### src/rtl/core/pjc_pkg.sv
// Package for the parallel printer job controller.
// Holds request and response item types, reply and report codes and status masks.
// No dependencies.
`timescale 1ns / 1ps

package pjc_pkg;

   localparam int unsigned FIELD_COUNT_BITS = 24;
   localparam int unsigned OWNER_BITS = 16;
   localparam logic [7:0] RETRY_RESET = 8'd120;

   localparam logic [7:0] ST_ONLINE = 8'h10;
   localparam logic [7:0] ST_NOPAPER = 8'h20;
   localparam logic [7:0] ST_MASK = 8'hB0;
   localparam logic [7:0] ST_BUSY = 8'h10;
   localparam logic [7:0] ST_NORMAL = 8'h90;

   typedef enum logic [2:0] {
      OP_START  = 3'd0,
      OP_POLL   = 3'd1,
      OP_SEND   = 3'd2,
      OP_CANCEL = 3'd3,
      OP_STATUS = 3'd4
   } op_type;

   typedef enum logic [3:0] {
      RPL_ACCEPTED  = 4'd0,
      RPL_BUSY_REJ  = 4'd1,
      RPL_BAD_COUNT = 4'd2,
      RPL_WAITING   = 4'd3,
      RPL_STROBED   = 4'd4,
      RPL_PRN_BUSY  = 4'd5,
      RPL_REPORT    = 4'd6,
      RPL_NO_STATUS = 4'd7,
      RPL_CANCELLED = 4'd8,
      RPL_IGNORED   = 4'd9
   } reply_type;

   typedef enum logic [1:0] {
      FIN_DONE     = 2'd0,
      FIN_IO_ERROR = 2'd1,
      FIN_NO_PAPER = 2'd2,
      FIN_PARTIAL  = 2'd3
   } final_type;

   typedef struct packed {
      logic [2:0]                  op;
      logic [FIELD_COUNT_BITS-1:0] byte_count;
      logic [OWNER_BITS-1:0]       requester_id;
      logic [7:0]                  data_byte;
      logic [7:0]                  printer_status;
   } req_item_type;

   typedef struct packed {
      logic [3:0]                  reply_code;
      logic [7:0]                  port_data;
      logic                        strobe_res;
      logic                        job_finished;
      logic [1:0]                  final_code;
      logic [FIELD_COUNT_BITS-1:0] final_count;
      logic [OWNER_BITS-1:0]       report_requester;
   } rsp_item_type;

endpackage

### src/rtl/core/pjc_if.sv
// Valid/ready channel interfaces for request and response items.
// Depends on pjc_pkg for field widths.
`timescale 1ns / 1ps

interface pjc_req_if;
   logic                                  valid;
   logic                                  ready;
   logic [2:0]                            op;
   logic [pjc_pkg::FIELD_COUNT_BITS-1:0]  byte_count;
   logic [pjc_pkg::OWNER_BITS-1:0]        requester_id;
   logic [7:0]                            data_byte;
   logic [7:0]                            printer_status;

   modport source (output valid, op, byte_count, requester_id, data_byte, printer_status,
                   input ready);
   modport sink (input valid, op, byte_count, requester_id, data_byte, printer_status,
                 output ready);
endinterface

interface pjc_rsp_if;
   logic                                  valid;
   logic                                  ready;
   logic [3:0]                            reply_code;
   logic [7:0]                            port_data;
   logic                                  strobe_res;
   logic                                  job_finished;
   logic [1:0]                            final_code;
   logic [pjc_pkg::FIELD_COUNT_BITS-1:0]  final_count;
   logic [pjc_pkg::OWNER_BITS-1:0]        report_requester;

   modport source (output valid, reply_code, port_data, strobe_res, job_finished,
                   final_code, final_count, report_requester, input ready);
   modport sink (input valid, reply_code, port_data, strobe_res, job_finished,
                 final_code, final_count, report_requester, output ready);
endinterface

### src/rtl/core/pjc_engine.sv
// Job state and per-request decision logic of the printer job controller.
// Depends on pjc_pkg. Job state advances only on an accepted request.
`timescale 1ns / 1ps

module pjc_engine #(
   parameter int unsigned COUNT_BITS = 24
) (
   input  logic                  clock,
   input  logic                  reset,
   input  logic                  csr_wr_en,
   input  logic [7:0]            csr_wr_data,
   input  logic                  accept,
   input  pjc_pkg::req_item_type item,
   output pjc_pkg::rsp_item_type result
);

   logic [7:0]            retry_limit_ff;
   logic                  job_active_ff, job_active_in;
   logic                  report_pending_ff, report_pending_in;
   logic                  online_seen_ff, online_seen_in;
   logic [COUNT_BITS-1:0] bytes_left_ff, bytes_left_in;
   logic [COUNT_BITS-1:0] bytes_total_ff, bytes_total_in;
   logic [7:0]            retries_left_ff, retries_left_in;
   logic [pjc_pkg::OWNER_BITS-1:0] job_owner_ff, job_owner_in;
   logic [1:0]            pending_code_ff, pending_code_in;
   logic [COUNT_BITS-1:0] pending_count_ff, pending_count_in;

   logic [COUNT_BITS-1:0] cnt;
   logic [COUNT_BITS-1:0] printed;
   logic [COUNT_BITS-1:0] left_dec;
   logic [7:0]            masked;
   logic                  finish;
   logic [1:0]            fin_code;
   logic [COUNT_BITS-1:0] fin_count;

   assign cnt      = COUNT_BITS'(item.byte_count);
   assign printed  = bytes_total_ff - bytes_left_ff;
   assign left_dec = bytes_left_ff - COUNT_BITS'(1);
   assign masked   = item.printer_status & pjc_pkg::ST_MASK;

   always_ff @(posedge clock) begin
      if (reset) begin
         retry_limit_ff <= pjc_pkg::RETRY_RESET;
      end else if (csr_wr_en) begin
         retry_limit_ff <= csr_wr_data;
      end
   end

   always_comb begin
      job_active_in     = job_active_ff;
      report_pending_in = report_pending_ff;
      online_seen_in    = online_seen_ff;
      bytes_left_in     = bytes_left_ff;
      bytes_total_in    = bytes_total_ff;
      retries_left_in   = retries_left_ff;
      job_owner_in      = job_owner_ff;
      finish            = 1'b0;
      fin_code          = pjc_pkg::FIN_DONE;
      fin_count         = '0;
      result            = '0;
      result.reply_code = pjc_pkg::RPL_IGNORED;

      case (item.op)
         pjc_pkg::OP_START: begin
            if (job_active_ff) begin
               result.reply_code = pjc_pkg::RPL_BUSY_REJ;
            end else if (cnt == '0) begin
               result.reply_code = pjc_pkg::RPL_BAD_COUNT;
            end else begin
               job_active_in     = 1'b1;
               report_pending_in = 1'b0;
               online_seen_in    = 1'b0;
               job_owner_in      = item.requester_id;
               bytes_left_in     = cnt;
               bytes_total_in    = cnt;
               retries_left_in   = retry_limit_ff;
               result.reply_code = pjc_pkg::RPL_ACCEPTED;
            end
         end
         pjc_pkg::OP_POLL: begin
            if (job_active_ff && !online_seen_ff && !report_pending_ff) begin
               if ((item.printer_status & pjc_pkg::ST_ONLINE) != 8'd0) begin
                  online_seen_in    = 1'b1;
                  result.reply_code = pjc_pkg::RPL_ACCEPTED;
               end else begin
                  result.reply_code = pjc_pkg::RPL_WAITING;
                  if (retries_left_ff <= 8'd1) begin
                     retries_left_in = 8'd0;
                     finish          = 1'b1;
                     fin_code        = pjc_pkg::FIN_IO_ERROR;
                  end else begin
                     retries_left_in = retries_left_ff - 8'd1;
                  end
               end
            end
         end
         pjc_pkg::OP_SEND: begin
            if (job_active_ff && online_seen_ff && !report_pending_ff &&
                bytes_left_ff != '0) begin
               if (masked == pjc_pkg::ST_BUSY) begin
                  result.reply_code = pjc_pkg::RPL_PRN_BUSY;
               end else if (masked == pjc_pkg::ST_NORMAL) begin
                  result.reply_code = pjc_pkg::RPL_STROBED;
                  result.port_data  = item.data_byte;
                  result.strobe_res = 1'b1;
                  bytes_left_in     = left_dec;
                  if (left_dec == '0) begin
                     finish    = 1'b1;
                     fin_code  = pjc_pkg::FIN_DONE;
                     fin_count = bytes_total_ff;
                  end
               end else begin
                  result.reply_code = pjc_pkg::RPL_WAITING;
                  finish            = 1'b1;
                  // paper-out only counts while the select line is up
                  if ((item.printer_status & pjc_pkg::ST_ONLINE) != 8'd0 &&
                      (item.printer_status & pjc_pkg::ST_NOPAPER) != 8'd0) begin
                     if (printed != '0) begin
                        fin_code  = pjc_pkg::FIN_PARTIAL;
                        fin_count = printed;
                     end else begin
                        fin_code  = pjc_pkg::FIN_NO_PAPER;
                     end
                  end else begin
                     fin_code = pjc_pkg::FIN_IO_ERROR;
                  end
               end
            end
         end
         pjc_pkg::OP_CANCEL: begin
            if (job_active_ff && item.requester_id == job_owner_ff) begin
               job_active_in     = 1'b0;
               report_pending_in = 1'b0;
               online_seen_in    = 1'b0;
               result.reply_code = pjc_pkg::RPL_CANCELLED;
            end
         end
         pjc_pkg::OP_STATUS: begin
            if (report_pending_ff) begin
               result.reply_code       = pjc_pkg::RPL_REPORT;
               result.final_code       = pending_code_ff;
               result.final_count      = pjc_pkg::FIELD_COUNT_BITS'(pending_count_ff);
               result.report_requester = job_owner_ff;
               report_pending_in       = 1'b0;
               job_active_in           = 1'b0;
               online_seen_in          = 1'b0;
            end else begin
               result.reply_code = pjc_pkg::RPL_NO_STATUS;
            end
         end
         default: begin
         end
      endcase

      pending_code_in  = pending_code_ff;
      pending_count_in = pending_count_ff;
      if (finish) begin
         report_pending_in       = 1'b1;
         pending_code_in         = fin_code;
         pending_count_in        = fin_count;
         result.job_finished     = 1'b1;
         result.final_code       = fin_code;
         result.final_count      = pjc_pkg::FIELD_COUNT_BITS'(fin_count);
         result.report_requester = job_owner_ff;
      end
   end

   always_ff @(posedge clock) begin
      if (reset) begin
         job_active_ff     <= 1'b0;
         report_pending_ff <= 1'b0;
         online_seen_ff    <= 1'b0;
         bytes_left_ff     <= '0;
         bytes_total_ff    <= '0;
         retries_left_ff   <= 8'd0;
         job_owner_ff      <= '0;
         pending_code_ff   <= 2'd0;
         pending_count_ff  <= '0;
      end else if (accept) begin
         job_active_ff     <= job_active_in;
         report_pending_ff <= report_pending_in;
         online_seen_ff    <= online_seen_in;
         bytes_left_ff     <= bytes_left_in;
         bytes_total_ff    <= bytes_total_in;
         retries_left_ff   <= retries_left_in;
         job_owner_ff      <= job_owner_in;
         pending_code_ff   <= pending_code_in;
         pending_count_ff  <= pending_count_in;
      end
   end

endmodule

### src/rtl/core/pjc_out_reg.sv
// Response output register with valid/ready flow control.
// Depends on pjc_pkg for the response item type.
`timescale 1ns / 1ps

module pjc_out_reg (
   input  logic                  clock,
   input  logic                  reset,
   input  logic                  in_valid,
   input  pjc_pkg::rsp_item_type in_item,
   output logic                  in_ready,
   output logic                  out_valid,
   input  logic                  out_ready,
   output pjc_pkg::rsp_item_type out_item
);

   logic                  valid_ff, valid_in;
   pjc_pkg::rsp_item_type item_ff;

   // take a new response whenever the slot is empty or drains this cycle
   assign in_ready  = !valid_ff || out_ready;
   assign valid_in  = in_ready ? in_valid : valid_ff;
   assign out_valid = valid_ff;
   assign out_item  = item_ff;

   always_ff @(posedge clock) begin
      if (reset) begin
         valid_ff <= 1'b0;
      end else begin
         valid_ff <= valid_in;
      end
   end

   always_ff @(posedge clock) begin
      if (in_ready && in_valid) begin
         item_ff <= in_item;
      end
   end

endmodule

### src/rtl/core/parallel_printer_job_controller_top.sv
// Parallel printer job controller: one response per request, one request per cycle unless the response side stalls.
// Channels use a valid/ready handshake on the req and rsp interfaces; a request is taken
// when valid and ready are both high at a rising clock edge.
// csr_wr_en/csr_wr_data write the online retry limit (reset value 120); write it only
// while no request is outstanding.
// The response for a request is valid on the cycle after it is accepted.
// One request per cycle while the receiver keeps taking responses. All decisions are a few
// compares and one counter update on the job registers, finished in the accept cycle, with
// the response held in a single output register.
// When the receiver stalls, the response holds in the output register and req ready
// drops until it is taken; ready stays high when the output drains in the same cycle.
// Reset (synchronous, active high) clears the job state, drops any pending report and
// empties the output register; the retry limit returns to 120.
// COUNT_BITS sets the width of the internal byte counters; counts are shown in the 24-bit
// response fields.
// Depends on pjc_pkg, pjc_if, pjc_engine and pjc_out_reg.
`timescale 1ns / 1ps

module parallel_printer_job_controller_top #(
   parameter int unsigned COUNT_BITS = 24
) (
   input  logic       clock,
   input  logic       reset,
   input  logic       csr_wr_en,
   input  logic [7:0] csr_wr_data,
   pjc_req_if.sink    req_ch,
   pjc_rsp_if.source  rsp_ch
);

   pjc_pkg::req_item_type req_item;
   pjc_pkg::rsp_item_type eng_result;
   pjc_pkg::rsp_item_type rsp_item;
   logic                  req_ready;
   logic                  accept;

   assign req_item.op             = req_ch.op;
   assign req_item.byte_count     = req_ch.byte_count;
   assign req_item.requester_id   = req_ch.requester_id;
   assign req_item.data_byte      = req_ch.data_byte;
   assign req_item.printer_status = req_ch.printer_status;

   assign req_ch.ready = req_ready;
   assign accept       = req_ch.valid && req_ready;

   pjc_engine #(
      .COUNT_BITS(COUNT_BITS)
   ) u_engine (
      .clock      (clock),
      .reset      (reset),
      .csr_wr_en  (csr_wr_en),
      .csr_wr_data(csr_wr_data),
      .accept     (accept),
      .item       (req_item),
      .result     (eng_result)
   );

   pjc_out_reg u_out_reg (
      .clock    (clock),
      .reset    (reset),
      .in_valid (req_ch.valid),
      .in_item  (eng_result),
      .in_ready (req_ready),
      .out_valid(rsp_ch.valid),
      .out_ready(rsp_ch.ready),
      .out_item (rsp_item)
   );

   assign rsp_ch.reply_code       = rsp_item.reply_code;
   assign rsp_ch.port_data        = rsp_item.port_data;
   assign rsp_ch.strobe_res       = rsp_item.strobe_res;
   assign rsp_ch.job_finished     = rsp_item.job_finished;
   assign rsp_ch.final_code       = rsp_item.final_code;
   assign rsp_ch.final_count      = rsp_item.final_count;
   assign rsp_ch.report_requester = rsp_item.report_requester;

endmodule
### src/flat_wrapper.sv
// flat-port wrapper written by rule: the top's interface ports become plain ports
module parallel_printer_job_controller_top_flat 
#(
   parameter int unsigned COUNT_BITS = 24
)
  (clock, reset, csr_wr_en, csr_wr_data, req_ch_valid, req_ch_op, req_ch_byte_count, req_ch_requester_id, req_ch_data_byte, req_ch_printer_status, req_ch_ready, rsp_ch_valid, rsp_ch_reply_code, rsp_ch_port_data, rsp_ch_strobe_res, rsp_ch_job_finished, rsp_ch_final_code, rsp_ch_final_count, rsp_ch_report_requester, rsp_ch_ready);
  pjc_req_if req_ch_i ();
  pjc_rsp_if rsp_ch_i ();
  input  logic clock;
  input  logic reset;
  input  logic csr_wr_en;
  input  logic [7:0] csr_wr_data;
  input wire logic [$bits(req_ch_i.valid)-1:0] req_ch_valid;
  input wire logic [$bits(req_ch_i.op)-1:0] req_ch_op;
  input wire logic [$bits(req_ch_i.byte_count)-1:0] req_ch_byte_count;
  input wire logic [$bits(req_ch_i.requester_id)-1:0] req_ch_requester_id;
  input wire logic [$bits(req_ch_i.data_byte)-1:0] req_ch_data_byte;
  input wire logic [$bits(req_ch_i.printer_status)-1:0] req_ch_printer_status;
  output wire logic [$bits(req_ch_i.ready)-1:0] req_ch_ready;
  output wire logic [$bits(rsp_ch_i.valid)-1:0] rsp_ch_valid;
  output wire logic [$bits(rsp_ch_i.reply_code)-1:0] rsp_ch_reply_code;
  output wire logic [$bits(rsp_ch_i.port_data)-1:0] rsp_ch_port_data;
  output wire logic [$bits(rsp_ch_i.strobe_res)-1:0] rsp_ch_strobe_res;
  output wire logic [$bits(rsp_ch_i.job_finished)-1:0] rsp_ch_job_finished;
  output wire logic [$bits(rsp_ch_i.final_code)-1:0] rsp_ch_final_code;
  output wire logic [$bits(rsp_ch_i.final_count)-1:0] rsp_ch_final_count;
  output wire logic [$bits(rsp_ch_i.report_requester)-1:0] rsp_ch_report_requester;
  input wire logic [$bits(rsp_ch_i.ready)-1:0] rsp_ch_ready;
  assign req_ch_i.valid = req_ch_valid;
  assign req_ch_i.op = req_ch_op;
  assign req_ch_i.byte_count = req_ch_byte_count;
  assign req_ch_i.requester_id = req_ch_requester_id;
  assign req_ch_i.data_byte = req_ch_data_byte;
  assign req_ch_i.printer_status = req_ch_printer_status;
  assign req_ch_ready = req_ch_i.ready;
  assign rsp_ch_valid = rsp_ch_i.valid;
  assign rsp_ch_reply_code = rsp_ch_i.reply_code;
  assign rsp_ch_port_data = rsp_ch_i.port_data;
  assign rsp_ch_strobe_res = rsp_ch_i.strobe_res;
  assign rsp_ch_job_finished = rsp_ch_i.job_finished;
  assign rsp_ch_final_code = rsp_ch_i.final_code;
  assign rsp_ch_final_count = rsp_ch_i.final_count;
  assign rsp_ch_report_requester = rsp_ch_i.report_requester;
  assign rsp_ch_i.ready = rsp_ch_ready;
  parallel_printer_job_controller_top #(.COUNT_BITS(COUNT_BITS)) u_core (.clock(clock), .reset(reset), .csr_wr_en(csr_wr_en), .csr_wr_data(csr_wr_data), .req_ch(req_ch_i), .rsp_ch(rsp_ch_i));
endmodule
### config.mk
export PLATFORM = sky130hd
export DESIGN_NAME = parallel_printer_job_controller_top_flat
export DESIGN_NICKNAME = d
export VERILOG_FILES = /design/src/rtl/core/pjc_pkg.sv /design/src/rtl/core/pjc_if.sv /design/src/rtl/core/pjc_engine.sv /design/src/rtl/core/pjc_out_reg.sv /design/src/rtl/core/parallel_printer_job_controller_top.sv /design/src/flat_wrapper.sv
export SDC_FILE = /design/constraint.sdc
export NUM_CORES = 1
export LEC_CHECK = 0
export ABC_AREA = 1
export BUFFER_PORTS_ARGS = -buffer_cell sky130_fd_sc_hd__clkbuf_2
export CORE_UTILIZATION = 35
export CTS_BUF_LIST = sky130_fd_sc_hd__clkbuf_16
export DETAILED_ROUTE_END_ITERATION = 10
export GPL_TIMING_DRIVEN = 0
export SLEW_MARGIN = 20
export SYNTH_ARGS = -nofsm -noshare
export SYNTH_HDL_FRONTEND = slang
export SYNTH_SLANG_ARGS = --single-unit
export TNS_END_PERCENT = 1
### constraint.sdc
create_clock -name clock -period 4.4 [get_ports clock]
set_clock_uncertainty 0.05 [all_clocks]
set_input_delay 0.66 -clock clock [delete_from_list [all_inputs] [get_ports clock]]
set_output_delay 0.66 -clock clock [all_outputs]
set_load 0.05 [all_outputs]
==> key figures, run 1 <==
Status
  • Status: finished clean

Synthesis
  • Area contributors post-synth: dfxtp_1, edfxtp_1, nand2_1
  • #FFs+latches synth: 166
  • Syn nets: 1581
  • Distinct cells, synth: 45
  • Largest area contributor in the netlist: dfxtp_1
  • Synth Area in XOR/XNOR: 1.93%
  • Seq/Total Area, Yosys: 38.8%
  • Mapped Cells: 1480
  • Post-synth ARST share: 0%
  • Compound-cell area share of the yosys netlist: 14.0%
  • Synth Area in Adders: 3.70%
  • Count leader, synth: nand2_1
  • Synth Area in Simple Gates: 32.6%
  • Synth top area share: 22.0%
  • Largest family of logic cells by synthesized area: simple AND/OR/NAND/NOR gates
  • Most instantiated cells after synthesis: nand2_1, nor2_1, inv_1
  • Syn Std Cell Area: 10000 µm²
  • Syn Area/Cell: 6.75 µm²
  • Synth Flop Type: dfxtp_1
  • Multiplexer share of the synthesized area: 0%
  • Post-synth EDFFs: 56
  • Synth warnings: 0

Clocking
  • CTS buffer count: 17
  • H-tree levels: 4
  • Longest Clk Path Bufs: 2
  • Skew-Pair Late Insertion Delay: 440 ps
  • Setup Buffers After CTS: 0
  • Post-CTS Resized: 0
  • Hold buffers post-CTS: 0
  • CTS clk-pin slew, worst paths: 70 ps
  • Clock sinks: 166
  • Root Buffer: clkbuf_16
  • CTS tree: done

Critical path
  • Max incr delay on CP: 350 ps
  • Most used cell along the critical path: nand2_1
  • Crit-path cells: inv_1 -> ha_1 -> nand2_1 -> nor2_1 -> nand3_1 -> nand2_1 -> nand2_1 -> nor2_1 -> nand2_1 -> nor3_2 -> nand2_1 -> nand2_2 -> nand2_4 -> inv_2 -> buf_6 -> nand2_1 -> o21ai_0
  • R2r worst-path depth: 17
  • Worst path required time: 4570 ps
  • WP data arrival: 3300 ps
  • Top delay family on crit path: simple AND/OR/NAND/NOR gates
  • CP max FO: 10
  • Cell count along the critical path: 17
  • WP buf/inv: 3
  • Slowest cell on the critical path: dfxtp_1
  • Setup Crit Path Kind: flip-flop to flip-flop
  • Critical Path Sink Type: flip-flop
  • Startpoint Class: flip-flop

Global routing
  • Initial antenna violation count: 0
  • GR Overflow Total: 0
  • Vias in the first global route: 8876
  • Total Routing Usage GR: 21.0%
  • Global-route wire length before repair: 46800 µm
  • Largest net degree at the start of global routing: 45

Detailed routing
  • Max layer used: met4
  • Initial DRC Count: 748
  • Met2 wire len: 13500 µm
  • Post-DR vias/cell: 4.85
  • M1 WL: 14400 µm
  • Routed WL per cell: 14.9 µm
  • Vias: 9773
  • DRC Markers: 0
  • WL met3: 1220 µm
  • Total wire length: 30000 µm
  • DRT antenna net count: 0
  • Drt pass-1 iters: 6

Die
  • IO Pins: 130
  • Die ar.: 29200 µm²
  • Starting Density: 35.8%
  • Core Area: 27900 µm²
  • Die W: 171 µm
  • Die height: 171 µm
  • Num rows: 61

Power
  • Worst VDD drop: 0.000236 V
  • Cell Pwr Density: 359 nW/µm²
  • Leak: 5.62 nW

Layout
  • Fill count: 3058
  • Area growth syn-to-layout: 17.0%
  • FF/Latch Area: 3880 µm²
  • Multi-input logic area: 5220 µm²
  • Nets: 1724
  • Finished Cell Area: 11700 µm²
  • Share of layout cells above drive strength 1: 12.6%
  • N_diodes: 0

STA
  • Final TNS setup: 0 ps
  • Final Hold Fails: 0
  • Slew headroom: 43.7%
  • Minimum clock period: 3130 ps
  • Finish-stage setup viols: 0
  • Post-route clock period utilization: 71.0%
  • Slew Viols, Final: 0
  • RSZ-0062 raised after global routing: false
  • Worst-margin pin slew: 837 ps
  • Fmax: 320 MHz

Placement
  • Post-DP Area: 11100 µm²
  • GPL Wtd Cong: 0.905
  • Port bufs: 123
  • Detailed placer's ending HPWL: 24000 µm

Min path
  • HP Class: input pin to flip-flop
  • Worst hold path depth: 3

Flow run
  • Max-cap violations: 0
## cell usage in the layout (no fill, tap or decap), types with 7 or more instances in the layout
cell type,synthesis,final
o21ai_0,135,135
nor2_1,275,275
a21oi_1,66,66
clkbuf_1,33,33
a31oi_1,20,20
xnor2_1,11,11
nor4_1,8,8
clkbuf_16,0,17
nor2_4,7,7
nand3b_1,7,7
inv_1,172,171
dfxtp_1,110,110
ha_1,28,28
nand2_1,368,368
o21ai_1,21,21
edfxtp_1,56,56
nor3_1,11,11
xor2_1,11,11
clkbuf_2,0,123
nand4_1,21,21
nand3_1,55,55
## flip-flops by register name, summed over array words and instances (netlist names), 2 cells and up
register and cells:
u_core.u_engine.bytes_total_ff 24, u_core.u_engine.pending_count_ff 24, u_core.u_engine.job_owner_ff 16, u_core.u_engine.pending_code_ff 2
u_core.u_engine.bytes_left_ff 24, u_core.u_engine.retry_limit_ff 8, u_core.u_engine.retries_left_ff 8, u_core.u_out_reg.out_item 56
## layer usage
layer / track usage [%] / up-vias
li1: - / 5069
met5: 0 / -
met2: 33.1 / 235
met1: 29.1 / 4423
met3: 2.45 / 46
met4: 8.62 / 0
## stage by stage
stage | util, % | hold slack, ps | std cells | worst slack [ps] | power (mW)
after floorplan | - | 379 | 1480 | 1080 | 2.44
after global routing | 41.9 | 394 | 2014 | 985 | 4.43
after global placement | 39.7 | 407 | 1981 | 682 | 2.70
final | 41.9 | 383 | 2014 | 1270 | 4.20
after CTS | 41.9 | 370 | 2014 | 1230 | 4.22
after detailed placement | 39.8 | 403 | 1982 | 803 | 2.70
## cell families (layout without fill, tap and decap cells)
kind of cell,count (synthesis),count (layout)
xor+xnor,22,22
flops,166,166
compound gates,261,261
simple gates,778,778
buf+inv,224,380
fa+ha+maj,29,29
## where the power goes
part           switching (mW)  leakage (nW)  internal (mW)  total [mW]
clock network           0.713         0.283          0.807        1.52
registers              0.0350          1.46           1.64        1.67
logic                   0.694          3.88          0.311        1.01
total                    1.44          5.62           2.76        4.20
## cell type report
| type | count | share of cell area [%] |
|---|---|---|
| Inverter | 177 | 5.70 |
| Tap cell | 378 | 4.04 |
| Sequential cell | 166 | 33.2 |
| Multi-Input combinational cell | 1090 | 44.6 |
| Timing Repair Buffer | 124 | 5.43 |
| Buffer | 47 | 1.96 |
| Clock inverter | 15 | 1.39 |
| Clock buffer | 17 | 3.64 |
## worst min-delay path, stage by stage
cell and delay (ps):
clkbuf_2 70, a21oi_1 50, o21ai_0 60
## path summary, 6_finish.rpt
| path | start | to | slack, ps |
|---|---|---|---|
| max reg2reg | u_core.u_engine.bytes_left_ff[0]$_SDFFE_PP0P_ | u_core.u_out_reg.out_item[25]$_DFFE_PP_ | 1270 |
| min | csr_wr_data[4] | u_core.u_engine.retry_limit_ff[4]$_SDFFE_PP1P_ | 380 |
| max | u_core.u_engine.bytes_left_ff[0]$_SDFFE_PP0P_ | u_core.u_out_reg.out_item[25]$_DFFE_PP_ | 1270 |
| min reg2reg | u_core.u_engine.retry_limit_ff[6]$_SDFFE_PP1P_ | u_core.u_engine.retry_limit_ff[6]$_SDFFE_PP1P_ | 420 |
Power figures use the tool's default switching activity.
==> run 2: changes to the inputs <==
==> constraint.sdc (replaced) <==
create_clock -name clock -period 3.25 [get_ports clock]
set_clock_uncertainty 0.05 [all_clocks]
set_input_delay 0.4875 -clock clock [delete_from_list [all_inputs] [get_ports clock]]
set_output_delay 0.4875 -clock clock [all_outputs]
set_load 0.05 [all_outputs]
==> key figures, run 2 (synthesis gave the netlist of run 1 again) <==
Critical path
  • Max incr delay on CP: 360 ps (about the same)
  • Startpoint Class: flip-flop
  • Critical Path Sink Type: flip-flop
  • CP max FO: 10 (unchanged)
  • R2r worst-path depth: 17 (unchanged)
  • Crit-path cells: inv_1 -> ha_2 -> nand2_1 -> nor2_1 -> nand3_1 -> nand2_1 -> nand2_1 -> nor2_1 -> nand2_1 -> nor3_2 -> nand2_1 -> nand2_2 -> nand2_4 -> inv_2 -> buf_6 -> nand2_1 -> o21ai_1
  • WP data arrival: 3170 ps (-130 ps)
  • Most used cell along the critical path: nand2_1
  • Slowest cell on the critical path: dfxtp_1
  • Worst path required time: 3450 ps (-1120 ps)
  • Setup Crit Path Kind: flip-flop to flip-flop

Detailed routing
  • Total wire length: 30000 µm (about the same)
  • Initial DRC Count: 767 (+2.5%)
  • DRT antenna net count: 0 (unchanged)
  • Drt pass-1 iters: 5 (-1)
  • DRC Markers: 0 (unchanged)
  • Vias: 9791 (+0.18%)
  • Routed WL per cell: 14.9 µm (-0.13%)
  • Post-DR vias/cell: 4.86 (+0.13%)

Clocking
  • Skew-Pair Late Insertion Delay: 440 ps (about the same)
  • CTS clk-pin slew, worst paths: 70 ps (about the same)
  • Root Buffer: clkbuf_16
  • Clock sinks: 166 (unchanged)
  • CTS tree: done
  • Longest Clk Path Bufs: 2 (unchanged)
  • H-tree levels: 4 (unchanged)
  • CTS buffer count: 17 (unchanged)

Placement
  • Detailed placer's ending HPWL: 24000 µm (unchanged)
  • Port bufs: 123 (unchanged)
  • GPL Wtd Cong: 0.905 (unchanged)
  • Pre-CTS WS: -175 ps (-977 ps)

Layout
  • Nets: 1725 (+0.058%)
  • N_diodes: 0 (unchanged)
  • Max reg flops: 56 (unchanged)
  • FF/Latch Area: 3880 µm² (unchanged)
  • Multi-input logic area: 5220 µm² (about the same)
  • Share of layout cells above drive strength 1: 12.8% (+0.18 points)
  • Final core occ: 42.0% (+0.081 points)
  • Commonest cells after routing, fill and taps aside: nand2_1, nor2_1, inv_1
  • Area growth syn-to-layout: 17.2%
  • Commonest non-fill, non-tap cell in the layout: nand2_1
  • Fill count: 3055 (-0.098%)

Die
  • Die W: 171 µm (unchanged)
  • Die ar.: 29200 µm² (unchanged)
  • Core Area: 27900 µm² (unchanged)
  • IO Pins: 130 (unchanged)
  • Starting Density: 35.8% (unchanged)
  • Die height: 171 µm (unchanged)
  • Num rows: 61 (unchanged)

STA
  • Minimum clock period: 2960 ps (-163 ps)
  • Final Hold Fails: 0 (unchanged)
  • Post-route clock period utilization: 91.2% (+20 points)
  • Slew Viols, Final: 0 (unchanged)
  • Worst hold slack: 211 ps (-173 ps)
  • Finish-stage setup viols: 0 (unchanged)
  • RSZ-0062 raised after global routing: false
  • Post-route worst setup slack: 287 ps (-987 ps)
  • Fmax: 338 MHz (+5.5%)
  • Slew headroom: 44.6% (+0.86 points)
  • Final TNS setup: 0 ps (unchanged)
  • Worst-margin pin slew: 825 ps (-12.8 ps)

Global routing
  • Initial antenna violation count: 0 (unchanged)
  • Total Routing Usage GR: 21.0% (unchanged)
  • GR Overflow Total: 0 (unchanged)
  • Vias in the first global route: 8876 (unchanged)
  • Largest net degree at the start of global routing: 45 (unchanged)
  • Global-route wire length before repair: 46800 µm (unchanged)

Flow run
  • Max-cap violations: 0 (unchanged)

Power
  • Leak: 5.63 nW (+0.14%)
  • Final Total Pwr: 5.68 mW (+35%)
  • Cell Pwr Density: 485 nW/µm² (+35%)
  • Worst VDD drop: 0.000318 V (+35%)

Min path
  • HP Class: input pin to flip-flop
  • Worst hold path depth: 3 (unchanged)

Status
  • Status: finished clean
run 2: worst max-delay path: cells and delay by family, from the launching register on:
kind	cells	cell delay, ps
buf+inv	3	460
compound gates	1	220
fa+ha+maj	1	260
simple gates	12	1430
flops	1	360
run 2: area by class of cell:
| cell class | count | area share, % |
|---|---|---|
| buffer | 47 | 1.95 |
| clock buffer | 17 | 3.63 |
| clock inverter | 15 | 1.39 |
| inverter | 177 | 5.69 |
| multi-input combinational | 1090 | 44.6 |
| sequential | 166 | 33.1 |
| tap | 378 | 4.04 |
| timing repair buffer | 125 | 5.59 |
run 2: metal layers:
| layer | vias up | track usage [%] | share of wire [%] |
|---|---|---|---|
| li1 | 5073 | - | - |
| met1 | 4442 | 29.1 | 48 |
| met2 | 231 | 33.1 | 45 |
| met3 | 45 | 2.45 | 4.1 |
| met4 | 0 | 8.62 | 2.9 |
| met5 | - | 0 | 0 |
run 2: through the flow:
step,std cells,instance area (µm²)
5_1_grt,2015,11700
4_1_cts,2014,11700
2_1_floorplan,1480,10000
3_3_place_gp,1981,11100
6_report,2015,11700
3_5_place_dp,1982,11100
run 2: timing repair:
item | CTS | global route
endpoints found under the setup margin | 0 | 32
hold buffers | 0 | 0
buffers inserted | 0 | 1
gates resized for setup | 0 | 3
run 2: final timing paths:
check,startpoint,endpoint,slack (ps)
setup / recovery,u_core.u_engine.bytes_left_ff[1]$_SDFFE_PP0P_,u_core.u_out_reg.out_item[25]$_DFFE_PP_,290
hold / removal,csr_wr_data[4],u_core.u_engine.retry_limit_ff[4]$_SDFFE_PP1P_,210
setup reg to reg,u_core.u_engine.bytes_left_ff[1]$_SDFFE_PP0P_,u_core.u_out_reg.out_item[25]$_DFFE_PP_,290
hold reg to reg,u_core.u_engine.retry_limit_ff[6]$_SDFFE_PP1P_,u_core.u_engine.retry_limit_ff[6]$_SDFFE_PP1P_,420
run 2: power breakdown:
group	total [mW]	internal (mW)	switching (mW)
sequential	2.26	2.22	0.0474
clock	2.06	1.09	0.967
combinational	1.36	0.422	0.939
